<file path="config.mk">
export PLATFORM = sky130hd
export DESIGN_NAME = narrow_access_shadow_bridge
export DESIGN_NICKNAME = d
export VERILOG_FILES = /design/src/hw/rtl/nasb_pkg.sv /design/src/hw/rtl/narrow_access_shadow_bridge.sv /design/src/hw/rtl/nasb_settle_div.sv
export SDC_FILE = /design/constraint.sdc
export NUM_CORES = 1
export LEC_CHECK = 0
export BUFFER_PORTS_ARGS = -buffer_cell sky130_fd_sc_hd__buf_2
export CAP_MARGIN = 20
export CORE_MARGIN = 4
export CORE_UTILIZATION = 62
export DETAILED_ROUTE_END_ITERATION = 16
export PLACE_DENSITY_LB_ADDON = 0.12
export RECOVER_POWER = 25
export SLEW_MARGIN = 30
export SYNTH_ARGS = -nofsm -noshare
export SYNTH_HDL_FRONTEND = slang
export SYNTH_HIERARCHICAL = 1
export SYNTH_SLANG_ARGS = --single-unit
</file>
<file path="constraint.sdc">
create_clock -name clk -period 10.4 [get_ports clk]
set_clock_uncertainty 0.1 [all_clocks]
set_input_delay 0 -clock clk [delete_from_list [all_inputs] [get_ports clk]]
set_output_delay 0 -clock clk [all_outputs]
set_load 0.005 [all_outputs]
</file>
<file path="src/hw/rtl/nasb_pkg.sv">
// nasb_pkg: shared types and constants of the narrow access shadow bridge
// no dependencies; imported by nasb_settle_div, narrow_access_shadow_bridge and the test bench
`timescale 1ns / 1ps
`default_nettype none

package nasb_pkg;

  // controller register offsets that get special treatment
  localparam logic [15:0] OFF_BLK_SIZE  = 16'h0004;
  localparam logic [15:0] OFF_BLK_COUNT = 16'h0006;
  localparam logic [15:0] OFF_XFER_MODE = 16'h000C;
  localparam logic [15:0] OFF_COMMAND   = 16'h000E;

  // access size codes
  localparam logic [1:0] SIZE_BYTE = 2'd0;
  localparam logic [1:0] SIZE_HALF = 2'd1;

  // lane masks
  localparam logic [31:0] LANE_BYTE = 32'h0000_00FF;
  localparam logic [31:0] LANE_HALF = 32'h0000_FFFF;

  // settle delay: ceil(SETTLE_NUM / clk) for 0 < clk <= CLK_SLOW_MAX
  localparam int          SETTLE_W     = 22;
  localparam int          DVD_W        = 23;
  localparam int          DVS_W        = 19;
  localparam int          HZ_W         = 28;
  localparam logic [HZ_W-1:0] CLK_SLOW_MAX = 28'd400000;
  localparam logic [DVD_W-1:0] SETTLE_NUM  = 23'd4000000;
  localparam logic [SETTLE_W-1:0] SETTLE_CLK_OFF = 22'd10;

  // one result of an access, as held before it goes out
  typedef struct packed {
    logic        is_write;
    logic [31:0] rdata;
    logic [7:0]  addr;
    logic [31:0] wdata;
    logic        last;
  } res_t;

  // lane merge of a narrow value into an old dword
  function automatic logic [31:0] lane_merge(input logic [31:0] old_word,
                                             input logic [31:0] lane_mask,
                                             input logic [31:0] val,
                                             input logic [4:0]  shift);
    logic [31:0] mask;
    mask = lane_mask << shift;
    return (old_word & ~mask) | ((val & lane_mask) << shift);
  endfunction

endpackage

`default_nettype wire

</file>
<file path="src/hw/rtl/narrow_access_shadow_bridge.sv">
// narrow_access_shadow_bridge: top level, narrow register access to 32-bit writes
// depends on nasb_pkg and nasb_settle_div
`timescale 1ns / 1ps
`default_nettype none

// Takes byte, halfword and word register requests and turns them into
// results for a controller that only accepts aligned 32-bit accesses: one
// read result, one or two 32-bit writes, or nothing when a halfword write
// only lands in the block or transfer-mode shadow. A halfword write to the
// command register flushes the block shadow first (if pending), then writes
// transfer mode and command together. Every write result carries the settle
// delay for the current sd clock. A slow clock value (up to 400 kHz) loaded
// through cfg_wr_en is divided by a restoring divider, one quotient bit per
// cycle, and in_tready stays low while the division runs; a clock of zero
// or above 400 kHz takes effect at once with no stall. A request is taken
// when in_tready is high, and each of its results then sits in the output
// register until the sink takes it; a request that leaves only shadow state
// behind has no result. in_tready is low while results of the previous
// request are still waiting.
module narrow_access_shadow_bridge
  import nasb_pkg::*;
#(
  parameter int OFFSET_BITS = 8,
  localparam int IN_BITS  = 2 + OFFSET_BITS + 64,
  localparam int IN_W     = ((IN_BITS + 7) / 8) * 8,
  localparam int OUT_BITS = 32 + 8 + 32 + SETTLE_W,
  localparam int OUT_W    = ((OUT_BITS + 7) / 8) * 8
) (
  input  wire logic clk,
  input  wire logic rst_n,

  // request channel
  input  wire logic                in_tvalid,
  output logic                     in_tready,
  // access_size[1:0], reg_offset, write_value, backing_word, zero fill
  input  wire logic [IN_W-1:0]     in_tdata,
  // cmd: 0 read, 1 write
  input  wire logic                in_tuser,

  // result channel
  output logic                     out_tvalid,
  input  wire logic                out_tready,
  // read_data[31:0], out_addr[39:32], out_data[71:40], settle_us[93:72], zero fill
  output logic [OUT_W-1:0]         out_tdata,
  // is_write_out
  output logic                     out_tuser,
  // last_result
  output logic                     out_tlast,

  // sd clock register
  input  wire logic                cfg_wr_en,
  input  wire logic [HZ_W-1:0]     cfg_wr_data
);

  typedef enum logic [1:0] {
    S_IDLE,
    S_OUT0,
    S_OUT1
  } state_t;

  // request fields
  logic [1:0]             in_size;
  logic [OFFSET_BITS-1:0] in_off;
  logic [31:0]            in_wval;
  logic [31:0]            in_back;

  state_t       state_r, state_nxt;
  res_t         res0_r, res0_nxt;
  res_t         res1_r, res1_nxt;
  logic [31:0]  blk_shadow_r, blk_shadow_nxt;
  logic         blk_pend_r, blk_pend_nxt;
  logic [31:0]  xfer_shadow_r, xfer_shadow_nxt;
  logic         xfer_pend_r, xfer_pend_nxt;

  logic         div_busy;
  logic [SETTLE_W-1:0] settle_us;

  logic         in_acc;
  logic         out_acc;
  res_t         cur;

  assign in_size = in_tdata[1:0];
  assign in_off  = in_tdata[2 +: OFFSET_BITS];
  assign in_wval = in_tdata[2 + OFFSET_BITS +: 32];
  assign in_back = in_tdata[34 + OFFSET_BITS +: 32];

  nasb_settle_div u_div (
    .clk       (clk),
    .rst_n     (rst_n),
    .start     (cfg_wr_en),
    .clk_hz    (cfg_wr_data),
    .busy      (div_busy),
    .settle_us (settle_us)
  );

  assign in_tready = (state_r == S_IDLE) && !div_busy;
  assign in_acc    = in_tvalid && in_tready;
  assign out_acc   = out_tvalid && out_tready;

  // decode a request and build its results in the same cycle it is taken
  always_comb begin
    logic [15:0] off;
    logic [4:0]  shift;
    logic [7:0]  addr;
    logic [31:0] src;
    logic [31:0] old_word;
    logic        is_blk;
    res_t        rd;
    res_t        wr;

    off      = 16'(in_off);
    shift    = {off[1:0], 3'b000};
    addr     = {off[7:2], 2'b00};
    is_blk   = (off == OFF_BLK_SIZE) || (off == OFF_BLK_COUNT);
    src      = in_back;
    old_word = in_back;
    rd       = '0;
    wr       = '0;

    state_nxt       = state_r;
    res0_nxt        = res0_r;
    res1_nxt        = res1_r;
    blk_shadow_nxt  = blk_shadow_r;
    blk_pend_nxt    = blk_pend_r;
    xfer_shadow_nxt = xfer_shadow_r;
    xfer_pend_nxt   = xfer_pend_r;

    rd.last     = 1'b1;
    wr.is_write = 1'b1;
    wr.last     = 1'b1;
    wr.addr     = addr;

    if (in_acc) begin
      state_nxt = S_OUT0;
      if (!in_tuser) begin
        // read: pick the lane, halfwords of shadowed registers may come from a shadow
        case (in_size)
          SIZE_BYTE: rd.rdata = (in_back >> shift) & LANE_BYTE;
          SIZE_HALF: begin
            if (off == OFF_XFER_MODE && xfer_pend_r) begin
              src = xfer_shadow_r;
            end else if (is_blk && blk_pend_r) begin
              src = blk_shadow_r;
            end
            rd.rdata = (src >> shift) & LANE_HALF;
          end
          default: rd.rdata = in_back;
        endcase
        res0_nxt = rd;
      end else begin
        case (in_size)
          SIZE_BYTE: begin
            wr.wdata = lane_merge(in_back, LANE_BYTE, in_wval, shift);
            res0_nxt = wr;
          end
          SIZE_HALF: begin
            if (off == OFF_COMMAND) begin
              // flush: block shadow first if pending, then transfer mode + command
              old_word      = xfer_pend_r ? xfer_shadow_r : in_back;
              wr.addr       = OFF_XFER_MODE[7:0];
              wr.wdata      = lane_merge(old_word, LANE_HALF, in_wval, shift);
              blk_pend_nxt  = 1'b0;
              xfer_pend_nxt = 1'b0;
              if (blk_pend_r) begin
                res0_nxt.is_write = 1'b1;
                res0_nxt.rdata    = '0;
                res0_nxt.addr     = OFF_BLK_SIZE[7:0];
                res0_nxt.wdata    = blk_shadow_r;
                res0_nxt.last     = 1'b0;
                res1_nxt          = wr;
              end else begin
                res0_nxt = wr;
              end
            end else if (is_blk) begin
              old_word       = blk_pend_r ? blk_shadow_r : in_back;
              blk_shadow_nxt = lane_merge(old_word, LANE_HALF, in_wval, shift);
              blk_pend_nxt   = 1'b1;
              state_nxt      = S_IDLE;
            end else if (off == OFF_XFER_MODE) begin
              old_word        = xfer_pend_r ? xfer_shadow_r : in_back;
              xfer_shadow_nxt = lane_merge(old_word, LANE_HALF, in_wval, shift);
              xfer_pend_nxt   = 1'b1;
              state_nxt       = S_IDLE;
            end else begin
              wr.wdata = lane_merge(in_back, LANE_HALF, in_wval, shift);
              res0_nxt = wr;
            end
          end
          default: begin
            // word write passes through untouched
            wr.wdata = in_wval;
            res0_nxt = wr;
          end
        endcase
      end
    end else if (out_acc) begin
      case (state_r)
        S_OUT0:  state_nxt = res0_r.last ? S_IDLE : S_OUT1;
        S_OUT1:  state_nxt = S_IDLE;
        default: state_nxt = S_IDLE;
      endcase
    end
  end

  always_ff @(posedge clk) begin
    if (!rst_n) begin
      state_r       <= S_IDLE;
      blk_shadow_r  <= '0;
      blk_pend_r    <= 1'b0;
      xfer_shadow_r <= '0;
      xfer_pend_r   <= 1'b0;
    end else begin
      state_r       <= state_nxt;
      blk_shadow_r  <= blk_shadow_nxt;
      blk_pend_r    <= blk_pend_nxt;
      xfer_shadow_r <= xfer_shadow_nxt;
      xfer_pend_r   <= xfer_pend_nxt;
    end
  end

  // result payload, no reset needed
  always_ff @(posedge clk) begin
    res0_r <= res0_nxt;
    res1_r <= res1_nxt;
  end

  // output mux: second result only after a block shadow flush
  assign cur        = (state_r == S_OUT1) ? res1_r : res0_r;
  assign out_tvalid = (state_r != S_IDLE);
  assign out_tuser  = cur.is_write;
  assign out_tlast  = cur.last;
  assign out_tdata  = OUT_W'({(cur.is_write ? settle_us : SETTLE_W'(0)),
                              cur.wdata, cur.addr, cur.rdata});

  // a request and its results never overlap
  a_no_overlap: assert property (@(posedge clk) disable iff (!rst_n)
    in_tready |-> !out_tvalid && !div_busy)
    else $error("request taken while busy");

  // the last result hands control back to the request side
  a_last_idle: assert property (@(posedge clk) disable iff (!rst_n)
    out_tvalid && out_tready && out_tlast |=> in_tready || div_busy)
    else $error("bridge stuck after last result");

  // a command write leaves no shadow pending
  a_cmd_flush: assert property (@(posedge clk) disable iff (!rst_n)
    in_acc && in_tuser && in_size == SIZE_HALF && 16'(in_off) == OFF_COMMAND
    |=> !blk_pend_r && !xfer_pend_r)
    else $error("shadow still pending after command write");

  // a second result only follows a non-final first one
  a_two_results: assert property (@(posedge clk) disable iff (!rst_n)
    state_r == S_OUT1 |-> !res0_r.last && res1_r.last && res1_r.is_write)
    else $error("bad second result");

endmodule

`default_nettype wire

</file>
<file path="src/hw/rtl/nasb_settle_div.sv">
// nasb_settle_div: settle delay from the sd clock, one quotient bit per cycle
// depends on nasb_pkg
`timescale 1ns / 1ps
`default_nettype none

module nasb_settle_div
  import nasb_pkg::*;
(
  input  wire logic                clk,
  input  wire logic                rst_n,
  input  wire logic                start,
  input  wire logic [HZ_W-1:0]     clk_hz,
  output logic                     busy,
  output logic [SETTLE_W-1:0]      settle_us
);

  localparam int CNT_W = $clog2(DVD_W + 1);

  typedef enum logic {
    D_IDLE,
    D_RUN
  } dstate_t;

  dstate_t              state_r;
  logic [CNT_W-1:0]     cnt_r;
  logic [DVD_W-1:0]     dvd_r;
  logic [DVS_W-1:0]     dvs_r;
  logic [DVS_W-1:0]     rem_r;
  logic [SETTLE_W-1:0]  settle_r;

  logic [DVS_W:0]       trial;
  logic                 qbit;
  logic [DVS_W:0]       diff;

  always_comb begin
    trial = {rem_r, dvd_r[DVD_W-1]};
    qbit  = trial >= {1'b0, dvs_r};
    diff  = trial - {1'b0, dvs_r};
  end

  always_ff @(posedge clk) begin
    if (!rst_n) begin
      state_r  <= D_IDLE;
      cnt_r    <= '0;
      settle_r <= SETTLE_CLK_OFF;
    end else if (start) begin
      // a new clock value restarts any division in flight
      if (clk_hz == '0) begin
        state_r  <= D_IDLE;
        settle_r <= SETTLE_CLK_OFF;
      end else if (clk_hz > CLK_SLOW_MAX) begin
        state_r  <= D_IDLE;
        settle_r <= '0;
      end else begin
        state_r <= D_RUN;
        cnt_r   <= CNT_W'(DVD_W);
        dvd_r   <= SETTLE_NUM + DVD_W'(clk_hz) - DVD_W'(1);
        dvs_r   <= clk_hz[DVS_W-1:0];
        rem_r   <= '0;
      end
    end else if (state_r == D_RUN) begin
      rem_r <= qbit ? diff[DVS_W-1:0] : trial[DVS_W-1:0];
      dvd_r <= {dvd_r[DVD_W-2:0], qbit};
      cnt_r <= cnt_r - CNT_W'(1);
      if (cnt_r == CNT_W'(1)) begin
        state_r  <= D_IDLE;
        settle_r <= {dvd_r[SETTLE_W-2:0], qbit};
      end
    end
  end

  assign busy      = (state_r == D_RUN);
  assign settle_us = settle_r;

  // remainder stays below the divisor while dividing
  a_rem_bound: assert property (@(posedge clk) disable iff (!rst_n)
    state_r == D_RUN |-> rem_r < dvs_r)
    else $error("divider remainder out of range");

  a_cnt_nonzero: assert property (@(posedge clk) disable iff (!rst_n)
    state_r == D_RUN |-> cnt_r != '0)
    else $error("divider running with empty count");

  a_done_idle: assert property (@(posedge clk) disable iff (!rst_n)
    state_r == D_RUN && cnt_r == CNT_W'(1) && !start |=> state_r == D_IDLE)
    else $error("divider did not finish");

endmodule

`default_nettype wire

</file>
==> out/qor.txt <==
Commonest cells in the netlist: 180 x nand2_1, 165 x edfxtp_1, 118 x a21oi_1
Hold Path Class: in2reg
DRC Markers: 0
Yosys reg bits: 261
TNS Setup: 0 ps
Total gr overflow: 0
Asr flop ratio synth: 0
CP max stage cell: clkbuf_1
Share of layout cells above drive strength 1: 0.180
Hpwl dp: 36.6 mm
Setup WS pre-CTS: 5840 ps
Placed cell count: 2171
First-pass GRT wire length: 86.2 mm
Core box area: 0.0260 mm2
Post-synthesis sequential area ratio: 0.421
Worst Tran Pin Value: 3440 ps
Final wirelength: 56.9 mm
Root Buffer: clkbuf_16
P_leak: 7.27 nW
RSZ-0062 raised after global routing: no
Setup crit end kind: flip-flop
Die area: 0.0290 mm2
DR vias/cell: 6.71
EDFF count, synth: 165
Worst-path maximum fanout: 35
Worst hold margin: 15.8 ps
Post-cts repair resize count: 0
Tot GR Track Use: 0.377
Layout filler cell count: 1875
CTS Buf Count: 28
Setup violators final: 0
First-pass DRT Iterations: 6
Crit path cell chain: clkbuf_1 > nand3_1 > buf_4 > a21oi_2 > buf_4 > a2bb2oi_1 > mux2i_1 > o221ai_1 > dlygate4sd3_1
Mean area per synthesized cell: 9.42 um2
Multi-input logic area: 0.00873 mm2
Stages on worst setup path: 9
Violated checks: max-capacitance violations, max-slew violations
Slowest cell delay on critical path: 2160 ps
Die X: 170 um
Worst-case clock buffer depth: 3
Synthesis Warnings: 6
Port Buffers: 203
TritonCTS Sinks: 261
Clock slew at reported path FFs: 70 ps
Power Dens Cells: 134 mW/mm2
Max-cap violations: 5
Critical path's top delay family: buffers and inverters
Post-synth top area share: 0.303
Startpoint types: flip-flop
Top-Level Pins: 214
Crit path kind: reg2reg
Final #Nets: 2108
Cell with the most instances after synthesis: nand2_1
Yosys cell types: 81
Site Rows: 59
CTS tree: yes
Top FF cell, synth: edfxtp_1
Final weighted congestion in routability-driven placement: 0.975
Initial antenna violation count: 1
Total area of sequential cells: 0.00688 mm2
Die Ht: 170 um
Iter 0 DRT Violations: 1990
Status: finished, violations left
Worst setup margin: 4270 ps
Vias in the first global route: 15200
Synth area leader: edfxtp_1
Initial core utilization: 0.629
Largest net degree at the start of global routing: 73
WP buf/inv: 4
Top cells by area, synth: edfxtp_1 30%, dfxtp_1 12%, mux2i_1 4.4%, mux2_2 4.4%, nand2_1 4.1%
Vias: 15600
Layout Cells excl Fill: 2324
Synthesis-to-layout area growth: 18.6%
Final ANT Viol Nets: 0
Cell count after synthesis: 1734
H-tree levels: 1
Arrival time worst endpoint: 6460 ps
Cell Area, Synth: 0.0163 mm2
Worst-skew pair later-pin latency: 550 ps
Post-CTS Hold Fix Bufs: 100
Final Hold Viols: 0
Final Cycle Share: 0.590
R2R cell count: 9
Fin. max-slew vios: 295
Avg WL per Cell: 24.5 um
Required time of the critical path: 10730 ps
Most used cell, CP: buf_4
Peak VDD IR: 0.130 mV
Fin crit period: 6130 ps
Worst slew margin: -1.29
Hold Path Stages: 5
Setup bufs post-CTS: 0
Fmax: 163 MHz
## power by group
group	switching (mW)	internal (mW)	leakage (nW)
Sequential	0.0105	1.14	2.32
Clock	0.426	0.644	0.476
Combinational	0.230	0.156	4.47
Total	0.667	1.94	7.27
## placed cells by master (no fill, tap or decap), types with 10 or more instances in the layout
cell,n
o221a_2,17
ha_1,27
o22a_1,10
nor3_1,16
nor2b_1,50
dlygate4sd3_1,100
a211oi_1,32
and2_1,50
buf_2,176
nand2b_1,12
buf_4,22
xnor2_1,13
a221oi_1,17
a21boi_0,75
o22ai_1,39
nor2_1,90
a2bb2oi_1,14
o21a_1,31
inv_1,47
clkbuf_16,30
mux2i_1,72
a21oi_1,116
and2_0,26
o21ai_0,84
nand2_1,180
dfxtp_1,95
mux2_2,64
nand3_1,16
and2b_1,11
clkbuf_1,39
a22oi_1,34
a31oi_1,13
a21o_1,24
o211ai_1,17
edfxtp_1,165
## worst reg2reg max path: cells and delay by family, from the launching register on
kind / cells / cell delay (ps)
DFF: 1 / 310
muxes: 1 / 130
AOI/OAI and AO/OA: 3 / 730
buffers and inverters: 4 / 3600
and+or+nand+nor: 1 / 1160
## flip-flops by register name, summed over array words and instances (netlist names), 2 cells and up, named ones only
signal,count
u_div/rem_r,19
res0_r,72
u_div/cnt_r,5
u_div/settle_us,22
xfer_shadow_r,32
u_div/dvd_r,23
state_r,2
u_div/dvs_r,19
res1_r,32
blk_shadow_r,16
## metal layers
layer | global-route usage | vias to the layer above | wire length [um]
met3 | 0.0551 | 246 | 5520
li1 | - | 6891 | -
met1 | 0.467 | 7381 | 20400
met5 | 0 | - | 0
met4 | 0.178 | 0 | 3230
met2 | 0.650 | 1087 | 27700
## per-stage QoR
stage / util / total power [mW] / cell area, um2
floorplan: - / 1.38 / 16300
CTS: 0.749 / 2.59 / 19500
global route: 0.746 / 2.68 / 19400
detailed placement: 0.672 / 1.51 / 17500
finish: 0.746 / 2.60 / 19400
global placement: 0.672 / 1.50 / 17500
## logic make-up after synthesis
group | share of synthesized area
fa+ha+maj | 0.0219
buf+inv | 0.0479
mux | 0.0882
other cells | 0.000230
simple gates | 0.160
compound gates | 0.249
xor+xnor | 0.0118
flops | 0.421
## final timing paths
kind	start	end	slack (ps)
max	xfer_pend_r$_SDFFE_PN0P_	res0_r[52]$_SDFFCE_PP0P_	4270
min	in_tvalid	xfer_pend_r$_SDFFE_PN0P_	20
max reg2reg	xfer_pend_r$_SDFFE_PN0P_	res0_r[52]$_SDFFCE_PP0P_	4270
min reg2reg	u_div/settle_us[4]$_SDFFE_PN0P_	u_div/settle_us[4]$_SDFFE_PN0P_	350
## layout make-up
type / count / share of cell area
Sequential cell: 261 / 0.355
Tap cell: 335 / 0.0216
Clock buffer: 38 / 0.0418
Timing Repair Buffer: 332 / 0.112
Inverter: 50 / 0.00968
Clock inverter: 14 / 0.00897
Multi-Input combinational cell: 1293 / 0.451
Antenna cell: 1 / 0.000129
Power figures use the tool's default switching activity.
